$ cat src/rtl/biu_pkg.sv
package biu_pkg;

  // Item kinds carried on in_tuser.
  localparam logic FUNC_WRITE = 1'b0;
  localparam logic FUNC_READ  = 1'b1;

  // Configuration port.
  localparam int CFG_IDX_W  = 2;
  localparam int CFG_DATA_W = 9;
  localparam logic [CFG_IDX_W-1:0] CFG_SRC_WIDTH    = 2'd0;
  localparam logic [CFG_IDX_W-1:0] CFG_SRC_HEIGHT   = 2'd1;
  localparam logic [CFG_IDX_W-1:0] CFG_SCALE_FACTOR = 2'd2;

  // Field widths.
  localparam int COORD_W  = 11;
  localparam int PIX_W    = 8;
  localparam int FACTOR_W = 4;
  localparam int IN_TDATA_W  = 32;
  localparam int OUT_TDATA_W = 8;

  // Shared serial divider: a 12-bit dividend covers both an 11-bit coordinate
  // and a blend numerator of at most 255 * 15.
  localparam int DIV_W   = 12;
  localparam int DIV_CNT_W = 4;

  typedef struct packed {
    logic                start;
    logic [DIV_W-1:0]    dividend;
    logic [FACTOR_W-1:0] divisor;
  } div_req_t;

  typedef struct packed {
    logic                done;
    logic [DIV_W-1:0]    quotient;
    logic [FACTOR_W-1:0] remainder;
  } div_rsp_t;

endpackage

$ cat src/rtl/biu_divider.sv
module biu_divider (
  input  logic             clk,
  input  logic             rst_n,
  input  biu_pkg::div_req_t req,
  output biu_pkg::div_rsp_t rsp
);

  logic [biu_pkg::DIV_CNT_W-1:0] cnt_r, cnt_nxt;
  logic [biu_pkg::DIV_W-1:0]     quo_r, quo_nxt;
  logic [biu_pkg::FACTOR_W-1:0]  rem_r, rem_nxt;
  logic [biu_pkg::FACTOR_W-1:0]  div_r, div_nxt;
  logic                          done_r, done_nxt;
  logic [biu_pkg::FACTOR_W:0]    trial;
  logic                          fits;

  // Restoring division, one quotient bit per cycle. The dividend shifts out of
  // the top of quo_r while the quotient bits shift in at the bottom.
  assign trial = {rem_r, quo_r[biu_pkg::DIV_W-1]};
  assign fits  = (trial >= {1'b0, div_r});

  always_comb begin
    cnt_nxt  = cnt_r;
    quo_nxt  = quo_r;
    rem_nxt  = rem_r;
    div_nxt  = div_r;
    done_nxt = 1'b0;
    if (req.start) begin
      cnt_nxt = biu_pkg::DIV_CNT_W'(biu_pkg::DIV_W);
      quo_nxt = req.dividend;
      rem_nxt = '0;
      div_nxt = req.divisor;
    end else if (cnt_r != '0) begin
      cnt_nxt  = cnt_r - 1'b1;
      quo_nxt  = {quo_r[biu_pkg::DIV_W-2:0], fits};
      rem_nxt  = fits ? biu_pkg::FACTOR_W'(trial - {1'b0, div_r})
                      : biu_pkg::FACTOR_W'(trial);
      done_nxt = (cnt_r == biu_pkg::DIV_CNT_W'(1));
    end
  end

  always_ff @(posedge clk) begin
    if (!rst_n) begin
      cnt_r  <= '0;
      done_r <= 1'b0;
    end else begin
      cnt_r  <= cnt_nxt;
      done_r <= done_nxt;
    end
    quo_r <= quo_nxt;
    rem_r <= rem_nxt;
    div_r <= div_nxt;
  end

  assign rsp.done      = done_r;
  assign rsp.quotient  = quo_r;
  assign rsp.remainder = rem_r;

endmodule

$ cat config.mk
export PLATFORM = sky130hd
export DESIGN_NAME = biu_divider
export DESIGN_NICKNAME = d
export VERILOG_FILES = /design/src/rtl/biu_pkg.sv /design/src/rtl/biu_divider.sv
export SDC_FILE = /design/constraint.sdc
export NUM_CORES = 1
export LEC_CHECK = 0
export BUFFER_PORTS_ARGS = -buffer_cell sky130_fd_sc_hd__buf_2
export CAP_MARGIN = 0
export CELL_PAD_IN_SITES_DETAIL_PLACEMENT = 0
export CELL_PAD_IN_SITES_GLOBAL_PLACEMENT = 1
export CORE_UTILIZATION = 42
export CTS_BUF_LIST = sky130_fd_sc_hd__clkbuf_8
export DETAILED_ROUTE_END_ITERATION = 8
export PLACE_DENSITY_LB_ADDON = 0.1
export REMOVE_ABC_BUFFERS = 1
export SLEW_MARGIN = 20
export SYNTH_ARGS = -nofsm -noshare
export SYNTH_HDL_FRONTEND = slang
export SYNTH_SLANG_ARGS = --single-unit
$ cat constraint.sdc
create_clock -name clk -period 4.5 [get_ports clk]
set_input_delay 0.675 -clock clk [delete_from_list [all_inputs] [get_ports clk]]
set_output_delay 0.675 -clock clk [all_outputs]
set_load 0.01 [all_outputs]
==> summary.txt, run 1 <==
Run status
  • Status: finished clean

Global route
  • First-pass GRT wire length: between 3000 and 4000 µm
  • Largest net degree at the start of global routing: 28
  • Total congestion overflow: 0
  • Initial antenna violation count: 0
  • Total track usage: 0.153
  • Vias in the first global route: roughly 840

Cells and area
  • Nets: 164
  • Layout cells sized above 1: 0.401
  • Layout Area Growth over Synthesis: 19.7%
  • Diodes inserted: 0
  • Final std cells w/o fill: about 170

Synthesis
  • Largest family of logic cells by synthesized area: simple AND/OR/NAND/NOR gates
  • Mux share of post-synthesis cell area: 0.117
  • Synth Area in Simple Gates: 0.121
  • Sequential-to-total area share from yosys stat: 0.534
  • Netlist Area Pre-Place: 1240 µm²
  • Avg Inst Size Synth: 12.3 µm²
  • Post-Synth XOR/XNOR Area: 0.0142
  • Most frequent cell after synthesis: edfxtp_1
  • Asr flop ratio synth: 0
  • FF+latch count, synth: 25
  • Synth Warn #: 0
  • Synth Instances: about 100
  • Most frequent cells after synthesis: 16 x edfxtp_1, 12 x mux2_2, 9 x dfxtp_1, 9 x inv_1, 7 x nor2_1
  • Library cells used by synthesis: 35
  • Adder-cell area share of the yosys netlist: 0.0768
  • Area leader, netlist: edfxtp_1
  • EDFF count, synth: 16
  • Share of the synthesized area in the top cell type: 0.388
  • Area contributors post-synth: edfxtp_1 39%, dfxtp_1 15%, mux2_2 11%
  • Predominant post-synthesis flop cell: edfxtp_1
  • Synth Area in Compound Gates: 0.0961

Worst hold path
  • WHS Path Cells: 2
  • Hold Path Sink: rem_r[3]$_SDFFE_PP0N_
  • Hold wc startpoint: rem_r[3]$_SDFFE_PP0N_
  • Worst min path class: register to register

Placed design
  • Final HPWL DP: approximately 1700 µm
  • Placed cell count: ~160
  • Final Wtd Congestion: between 0.8 and 0.9
  • Number of port buffers: 35

Pwr
  • Total Power: slightly below 700 µW
  • P_int: 468 µW
  • Comb pwr share: 0.346
  • Clk network pwr share: 0.191
  • Net Switching: around 230 µW
  • Pwr/cell area: roughly 470 nW/µm²
  • Pleak: 0.645 nW
  • Max VDD drop: approximately 0.27 mV
  • Sequential share of power: 0.463
  • Sw Ratio: 0.326

STA
  • Max Clk Rate: about 520 MHz
  • Worst Tran Pin Value: around 0.57 ns
  • TNS Setup: 0 ns
  • # setup viols final: 0
  • Unrepaired setup endpoints after global routing: no
  • Fin crit share: 0.429
  • Clock Skews: roughly 0.0054 ns
  • Post-layout min period: a little under 2 ns
  • Max-slew violation count: 0
  • Relative slew slack: 0.618
  • Final Hold Viols: 0

Clocking
  • Post-CTS sizing: 0
  • Htree depth: 1
  • Root Driver: clkbuf_8
  • Clock sinks: 25
  • Total setup buffers inserted after CTS: 0
  • Max Buffers Root-to-Sink: 2
  • CTS tree: built
  • # hold bufs at CTS: 0
  • TritonCTS Buffers: 3
  • Clock Latency Late Sink: 0.27 ns
  • Clock-pin slew on the worst setup and hold paths: roughly 0.09 ns

Route
  • Wire length per cell: around 13 µm
  • Routed WL: about 2200 µm
  • DR iter-0 viols: 17
  • Drt via density: ~5.3
  • DRT Pass-1 Iters: 4
  • Via count: 891
  • Remaining DRCs: 0
  • DRT antenna net count: 0

Worst setup path
  • Data required time at the worst endpoint: around 4.4 ns
  • Worst Path Max Fanout: 13
  • Critical path class: register to register
  • Register-to-Register Path Depth: 4
  • Reg-to-reg critical path startpoint: cnt_r[0]$_SDFFE_PP0N_
  • Critical Path End Type: register
  • WP data arrival: approximately 1.8 ns
  • Flop2flop setup slack: roughly 2.6 ns
  • CP startpoint kind: register
  • FF-to-FF End: quo_r[0]$_DFFE_PP_

Die
  • Core Box Area: 2780 µm²
  • I/O Pins: 36
  • Die width: between 50 and 60 µm
  • Starting Density: 0.445
  • Die Area: about 3200 µm²
  • Site Rows: 19
  • Chip height: roughly 56 µm

Flow run
  • Total of max-cap violations: 0
[per-layer routing]
metal	routed length, µm	vias to the layer above	track usage
met5	0	-	0
met4	16	0	0.0592
met3	125	2	0.0392
met2	1010	31	0.226
met1	998	417	0.217
li1	-	441	-
[layout by cell type, fill, tap and decap left out, types with 2 or more instances in the layout]
master	count
a21oi_1	3
buf_2	35
clkbuf_8	3
dfxtp_1	9
edfxtp_1	16
ha_1	6
inv_1	9
mux2_2	12
nand2_1	3
nand2b_1	2
nand3_1	2
nand4_1	2
nor2_1	7
nor3_1	4
o21a_1	2
o21ai_0	2
xnor2_1	2
[logic make-up after synthesis]
kind of cell / Yosys count
buf+inv: 12
simple gates: 27
flops: 25
xor+xnor: 2
mux: 13
compound gates: 15
fa+ha+maj: 7
[sequential cells by signal, indices dropped and copies added, names as in the netlist]
signal  count
quo_r      12
done_r      1
div_r       4
rem_r       4
cnt_r       4
[layout make-up]
cell class                      count  area, µm²
Multi-Input combinational cell     64        527
Clock inverter                      1       5.00
Fill cell                         253       1300
Clock buffer                        3       41.3
Timing Repair Buffer               35        175
Sequential cell                    25        661
Inverter                            9       33.8
Tap cell                           31       38.8
[power by group through the flow]
stage / Combinational, mW / Sequential [mW] / Clock (mW)
floorplan: 0.152 / 0.339 / 0
global placement: 0.241 / 0.325 / 0
detailed placement: 0.242 / 0.326 / 0
CTS: 0.242 / 0.322 / 0.135
global route: 0.269 / 0.330 / 0.147
finish: 0.240 / 0.321 / 0.133
[worst max-delay path by stage]
stage | start | endpoint | slack [ns]
2_1_floorplan | cnt_r[0]$_SDFFE_PP0N_ | quo_r[0]$_DFFE_PP_ | 2.90
3_3_place_gp | req[16] | quo_r[2]$_DFFE_PP_ | 2.49
3_5_place_dp | req[16] | quo_r[6]$_DFFE_PP_ | 2.47
4_1_cts | cnt_r[0]$_SDFFE_PP0N_ | quo_r[0]$_DFFE_PP_ | 2.54
5_1_grt | cnt_r[0]$_SDFFE_PP0N_ | rem_r[3]$_SDFFE_PP0N_ | 2.40
6_report | cnt_r[0]$_SDFFE_PP0N_ | quo_r[0]$_DFFE_PP_ | 2.57
[critical path: stages (launching register included)]
cell and delay, ns:
dfxtp_1 0.33, inv_1 0.09, ha_1 0.23, nor3b_2 0.46
nand2b_1 0.45
[stage by stage]
stage / instance area (µm²) / utilization / hold slack, ns / setup WS, ns
3_3_place_gp: 1440 / 0.516 / 0.491 / 2.49
2_1_floorplan: 1220 / - / 0.484 / 2.90
4_1_cts: 1480 / 0.533 / 0.520 / 2.54
6_report: 1480 / 0.533 / 0.517 / 2.57
5_1_grt: 1480 / 0.533 / 0.562 / 2.40
3_5_place_dp: 1440 / 0.516 / 0.508 / 2.47
(Power assumes the default switching activity.)
==> inputs of run 2 (changes only) <==
Settings changed: CORE_UTILIZATION 42 to 37.
Clock period 4.5 ns to 1.75 ns, I/O delays scaled along.
==> summary.txt, run 2 (synthesis results as in run 1) <==
Worst setup path
  • Critical Path End Type: register
  • Flop2flop setup slack: roughly 0.094 ns
  • Crit. path cell count: 6
  • Register-to-Register Path Depth: 6
  • Data required time at the worst endpoint: around 2 ns
  • Worst Path Max Fanout: 5
  • Crit path max-delay family: simple AND/OR/NAND/NOR gates
  • CP max stage cell: edfxtp_1
  • CP startpoint kind: register
  • Critical path class: register to register
  • Reg-to-reg critical path startpoint: div_r[1]$_DFFE_PP_
  • Buf/Inv on CP: 1
  • CP peak stage delay: 0.42 ns
  • Worst setup path endpoint: rem_r[3]$_SDFFE_PP0N_
  • CP Launch Point: div_r[1]$_DFFE_PP_
  • CP Cell Sequence: inv_1 > ha_1 > nor2b_2 > o221a_4 > or3_1 > o22ai_1
  • FF-to-FF End: rem_r[3]$_SDFFE_PP0N_
  • WP data arrival: between 1.5 and 2 ns

STA
  • Fin crit share: 0.946
  • Unrepaired setup endpoints after global routing: no
  • Worst Tran Pin Value: between 0.4 and 0.5 ns
  • Final Hold Viols: 0
  • TNS Setup: 0 ns
  • Relative slew slack: 0.686
  • Max Clk Rate: about 600 MHz
  • Max-slew violation count: 0
  • Post-layout min period: 1.66 ns
  • Clock Skews: 0.00185 ns
  • # setup viols final: 0

Clocking
  • CTS tree: built
  • Clock sinks: 25
  • Root Driver: clkbuf_8
  • Htree depth: 1
  • TritonCTS Buffers: 3
  • Clock-pin slew on the worst setup and hold paths: 0.09 ns
  • Clock Latency Late Sink: 0.27 ns
  • Max Buffers Root-to-Sink: 2
  • # hold bufs at CTS: 0

Route
  • Drt via density: about 4.9
  • Wire length per cell: 12.7 µm
  • Remaining DRCs: 0
  • DR iter-0 viols: 35
  • Routed WL: 2340 µm
  • Via count: between 800 and 900
  • DRT Pass-1 Iters: 3
  • DRT antenna net count: 0

Cells and area
  • Most common cell after layout, fill and taps aside: buf_2
  • Most frequent cells in the layout: 35 x buf_2, 16 x edfxtp_1, 12 x mux2_2
  • Nets: 167
  • Fill cells: 315
  • Max reg flops: 12
  • Fin util: 0.494
  • Biggest register: quo_r
  • Multi-input logic area: 541 µm²
  • Layout Area Growth over Synthesis: 24.0%
  • Diodes inserted: 0
  • Register Area: 661 µm²
  • Layout cells sized above 1: 0.436

Placed design
  • Number of port buffers: 35
  • Final HPWL DP: between 1500 and 2000 µm
  • Final Wtd Congestion: ~0.84

Global route
  • Largest net degree at the start of global routing: 24
  • First-pass GRT wire length: 3870 µm
  • Global route hottest layer: met2
  • Met2 usage: 0.259
  • GRT met3 Usage: 0.0455
  • Total congestion overflow: 0
  • Initial antenna violation count: 0
  • Vias in the first global route: slightly below 900
  • Met1 Use GR: 0.164
  • Total track usage: 0.148

Die
  • Site Rows: 20
  • Die Area: 3580 µm²
  • Die width: about 60 µm
  • Starting Density: 0.399
  • I/O Pins: 36
  • Core Box Area: between 3000 and 4000 µm²
  • Chip height: between 50 and 60 µm

Pwr
  • Max VDD drop: ~0.49 mV
  • Pwr/cell area: 1190 nW/µm²
  • Total Power: around 1.8 mW
  • Pleak: 0.661 nW

Worst hold path
  • WHS Path Cells: 1
  • Worst min path class: input port to register

Flow run
  • Total of max-cap violations: 0

Run status
  • Status: finished clean
==> run 2: cell types whose count changed in the layout (fill, tap and decap cells not counted) <==
cell      delta
buf_4        +3
nor2b_1      -1
o221ai_2     +1
nor3_1       -1
o221ai_1     -1
nor3_2       +1
nor2b_2      +1
==> run 2: how the worst min path moves through the flow <==
stage	start	end	slack (ns)
CTS	req[0]	div_r[0]$_DFFE_PP_	0.16
global route	req[1]	div_r[1]$_DFFE_PP_	0.15
floorplan	req[16]	rem_r[2]$_SDFFE_PP0N_	0.33
detailed placement	req[0]	div_r[0]$_DFFE_PP_	0.44
finish	req[0]	div_r[0]$_DFFE_PP_	0.17
global placement	req[0]	div_r[0]$_DFFE_PP_	0.44
==> run 2: cell type report <==
class / instances / share of cell area
flip-flops and latches: 25 / 0.431
multi-input cells: 64 / 0.352
inverters: 9 / 0.0220
well taps: 44 / 0.0359
clock inverters: 1 / 0.00326
clock buffers: 3 / 0.0269
repair buffers: 38 / 0.129
==> run 2: worst register-to-register path, stage by stage, from the launching register on <==
cell,delay [ns]
edfxtp_1,0.42
inv_1,0.07
ha_1,0.23
nor2b_2,0.19
o221a_4,0.27
or3_1,0.31
o22ai_1,0.10
==> run 2: stage by stage <==
stage | setup slack, ns | std cells | cell area (µm²) | hold WS [ns]
finish | 0.0941 | 184 | 1530 | 0.165
detailed placement | 0.0474 | 180 | 1470 | 0.441
global placement | 0.121 | 180 | 1470 | 0.439
CTS | 0.0397 | 184 | 1520 | 0.161
global route | 0.0159 | 184 | 1530 | 0.153
floorplan | 0.149 | 98 | 1220 | 0.335
==> run 2: power by group <==
| group | leakage (nW) | switching [mW] | total [mW] | internal [mW] |
|---|---|---|---|---|
| combinational | 0.399 | 0.352 | 0.665 | 0.313 |
| sequential | 0.237 | 0.0683 | 0.820 | 0.752 |
| clock | 0.0255 | 0.187 | 0.346 | 0.159 |
| total | 0.661 | 0.608 | 1.83 | 1.22 |
==> run 2: repair_timing <==
item,in CTS,in global routing
gates resized for setup,0,3
setup endpoints to repair,0,3
setup buffers,0,0
==> run 2: routing by layer <==
metal  wire length, µm  share of wire
met3               128          0.055
met1              1010           0.43
met4                36          0.015
met2              1160           0.50
met5                 0              0
==> inputs of run 3 (changes only) <==
Settings changed: CORE_UTILIZATION 37 to 35, CTS_BUF_LIST sky130_fd_sc_hd__clkbuf_8 to sky130_fd_sc_hd__clkbuf_16.
==> summary.txt, run 3 (synthesis results as in run 1) <==
Cells and area
  • Biggest register: quo_r
  • Layout Area Growth over Synthesis: 26.4%
  • Nets: 167
  • Layout cells sized above 1: 0.429
  • Final Instance Area: between 1500 and 2000 µm²
  • Most frequent cells in the layout: 35 x buf_2, 16 x edfxtp_1, 12 x mux2_2
  • Diodes inserted: 0
  • Max reg flops: 12
  • Final std cells w/o fill: about 190
  • Most common cell after layout, fill and taps aside: buf_2

Die
  • Starting Density: 0.368
  • Chip height: a little over 60 µm
  • Die width: between 60 and 70 µm
  • I/O Pins: 36
  • Core Box Area: 3360 µm²
  • Die Area: 3780 µm²
  • Site Rows: 21

Clocking
  • TritonCTS Buffers: 3
  • Clock Latency Late Sink: between 0.2 and 0.3 ns
  • # hold bufs at CTS: 0
  • Htree depth: 1
  • CTS tree: built
  • Clock-pin slew on the worst setup and hold paths: ~0.06 ns
  • Max Buffers Root-to-Sink: 2
  • Clock sinks: 25
  • Total setup buffers inserted after CTS: 0
  • Post-CTS sizing: 0
  • Root Driver: clkbuf_16

Worst setup path
  • Critical Path End Type: register
  • CP peak stage delay: between 0.4 and 0.5 ns
  • Buf/Inv on CP: 1
  • Worst Path Max Fanout: 3
  • Critical path class: register to register
  • Data required time at the worst endpoint: around 1.9 ns
  • CP max stage cell: edfxtp_1
  • CP Cell Sequence: inv_1 > ha_1 > nor2b_2 > o221ai_1 > a21oi_1 > o31a_1
  • Crit path max-delay family: compound AO/OA/AOI/OAI gates
  • WP data arrival: roughly 1.8 ns
  • CP startpoint kind: register

Placed design
  • Number of port buffers: 35
  • Placed cell count: 182
  • Placed cell area: 1480 µm²
  • Final HPWL DP: 1680 µm
  • Final Wtd Congestion: 0.914

STA
  • Max-slew violation count: 0
  • Unrepaired setup endpoints after global routing: yes
  • Relative slew slack: 0.642
  • Worst Tran Pin Value: ~0.54 ns
  • Post-layout min period: around 1.7 ns
  • # setup viols final: 0
  • Max Clk Rate: roughly 600 MHz
  • Fin crit share: 0.958
  • Clock Skews: between 0.001 and 0.0015 ns
  • Final Hold Viols: 0

Pwr
  • Pleak: approximately 0.68 nW
  • Max VDD drop: 0.567 mV
  • Pwr/cell area: around 1300 nW/µm²

Global route
  • Total congestion overflow: 0
  • Initial antenna violation count: 0
  • Vias in the first global route: 826
  • Total track usage: 0.128
  • First-pass GRT wire length: approximately 3500 µm
  • Largest net degree at the start of global routing: 28

Route
  • Via count: ~900
  • DRT antenna net count: 0
  • DR iter-0 viols: 39
  • Drt via density: 4.73
  • Wire length per cell: ~12 µm
  • Routed WL: 2280 µm
  • DRT Pass-1 Iters: 4
  • Remaining DRCs: 0

Worst hold path
  • Worst min path class: input port to register

Run status
  • Status: finished clean

Flow run
  • Total of max-cap violations: 0
run 3: cell counts in the layout (fill, tap and decap cells not counted):
No cell type changed its count.
run 3: cell type report:
class,instances,area (µm²)
timing repair buffer,38,198
fill,345,1800
multi-input combinational,64,534
tap,46,57.6
sequential,25,661
clock buffer,3,75.1
clock inverter,1,5.00
inverter,9,33.8
run 3: worst reg2reg max path, stage by stage (launching register included):
cell and delay [ns]:
edfxtp_1 0.41, inv_1 0.08, ha_1 0.24, nor2b_2 0.19
o221ai_1 0.26, a21oi_1 0.12, o31a_1 0.28
run 3: power by group:
group          total [mW]  switching (mW)  internal, mW
Clock               0.503           0.196         0.307
Sequential          0.829          0.0758         0.753
Combinational       0.655           0.344         0.311
run 3: worst paths after layout:
check / from / endpoint / slack (ns) / cells after the start
worst max-delay path: div_r[1]$_DFFE_PP_ / rem_r[0]$_SDFFE_PP0N_ / 0.07 / 6
worst max register to register: div_r[1]$_DFFE_PP_ / rem_r[0]$_SDFFE_PP0N_ / 0.07 / 6
worst min register to register: cnt_r[1]$_SDFFE_PP0N_ / cnt_r[1]$_SDFFE_PP0N_ / 0.52 / 2
worst min-delay path: req[2] / div_r[2]$_DFFE_PP_ / 0.18 / 1
run 3: routing by layer:
layer	routed length, µm	GRT usage	up-vias	part of all wire
li1	-	-	448	-
met1	1070	0.173	398	0.47
met2	1070	0.197	29	0.47
met3	98	0.0252	4	0.043
met4	41	0.0603	0	0.018
met5	0	0	-	0
run 3: through the flow:
step / setup TNS (ns) / hold WS (ns) / utilization / power [mW] / worst slack [ns]
after CTS: 0 / 0.177 / 0.463 / 1.99 / 0.0128
after global placement: 0 / 0.440 / 0.439 / 1.49 / 0.108
after detailed placement: 0 / 0.441 / 0.439 / 1.48 / 0.0127
after global routing: -0.0249 / 0.171 / 0.465 / 2.12 / -0.0170
after floorplan: 0 / 0.335 / - / 1.26 / 0.149
final: 0 / 0.180 / 0.465 / 1.99 / 0.0737
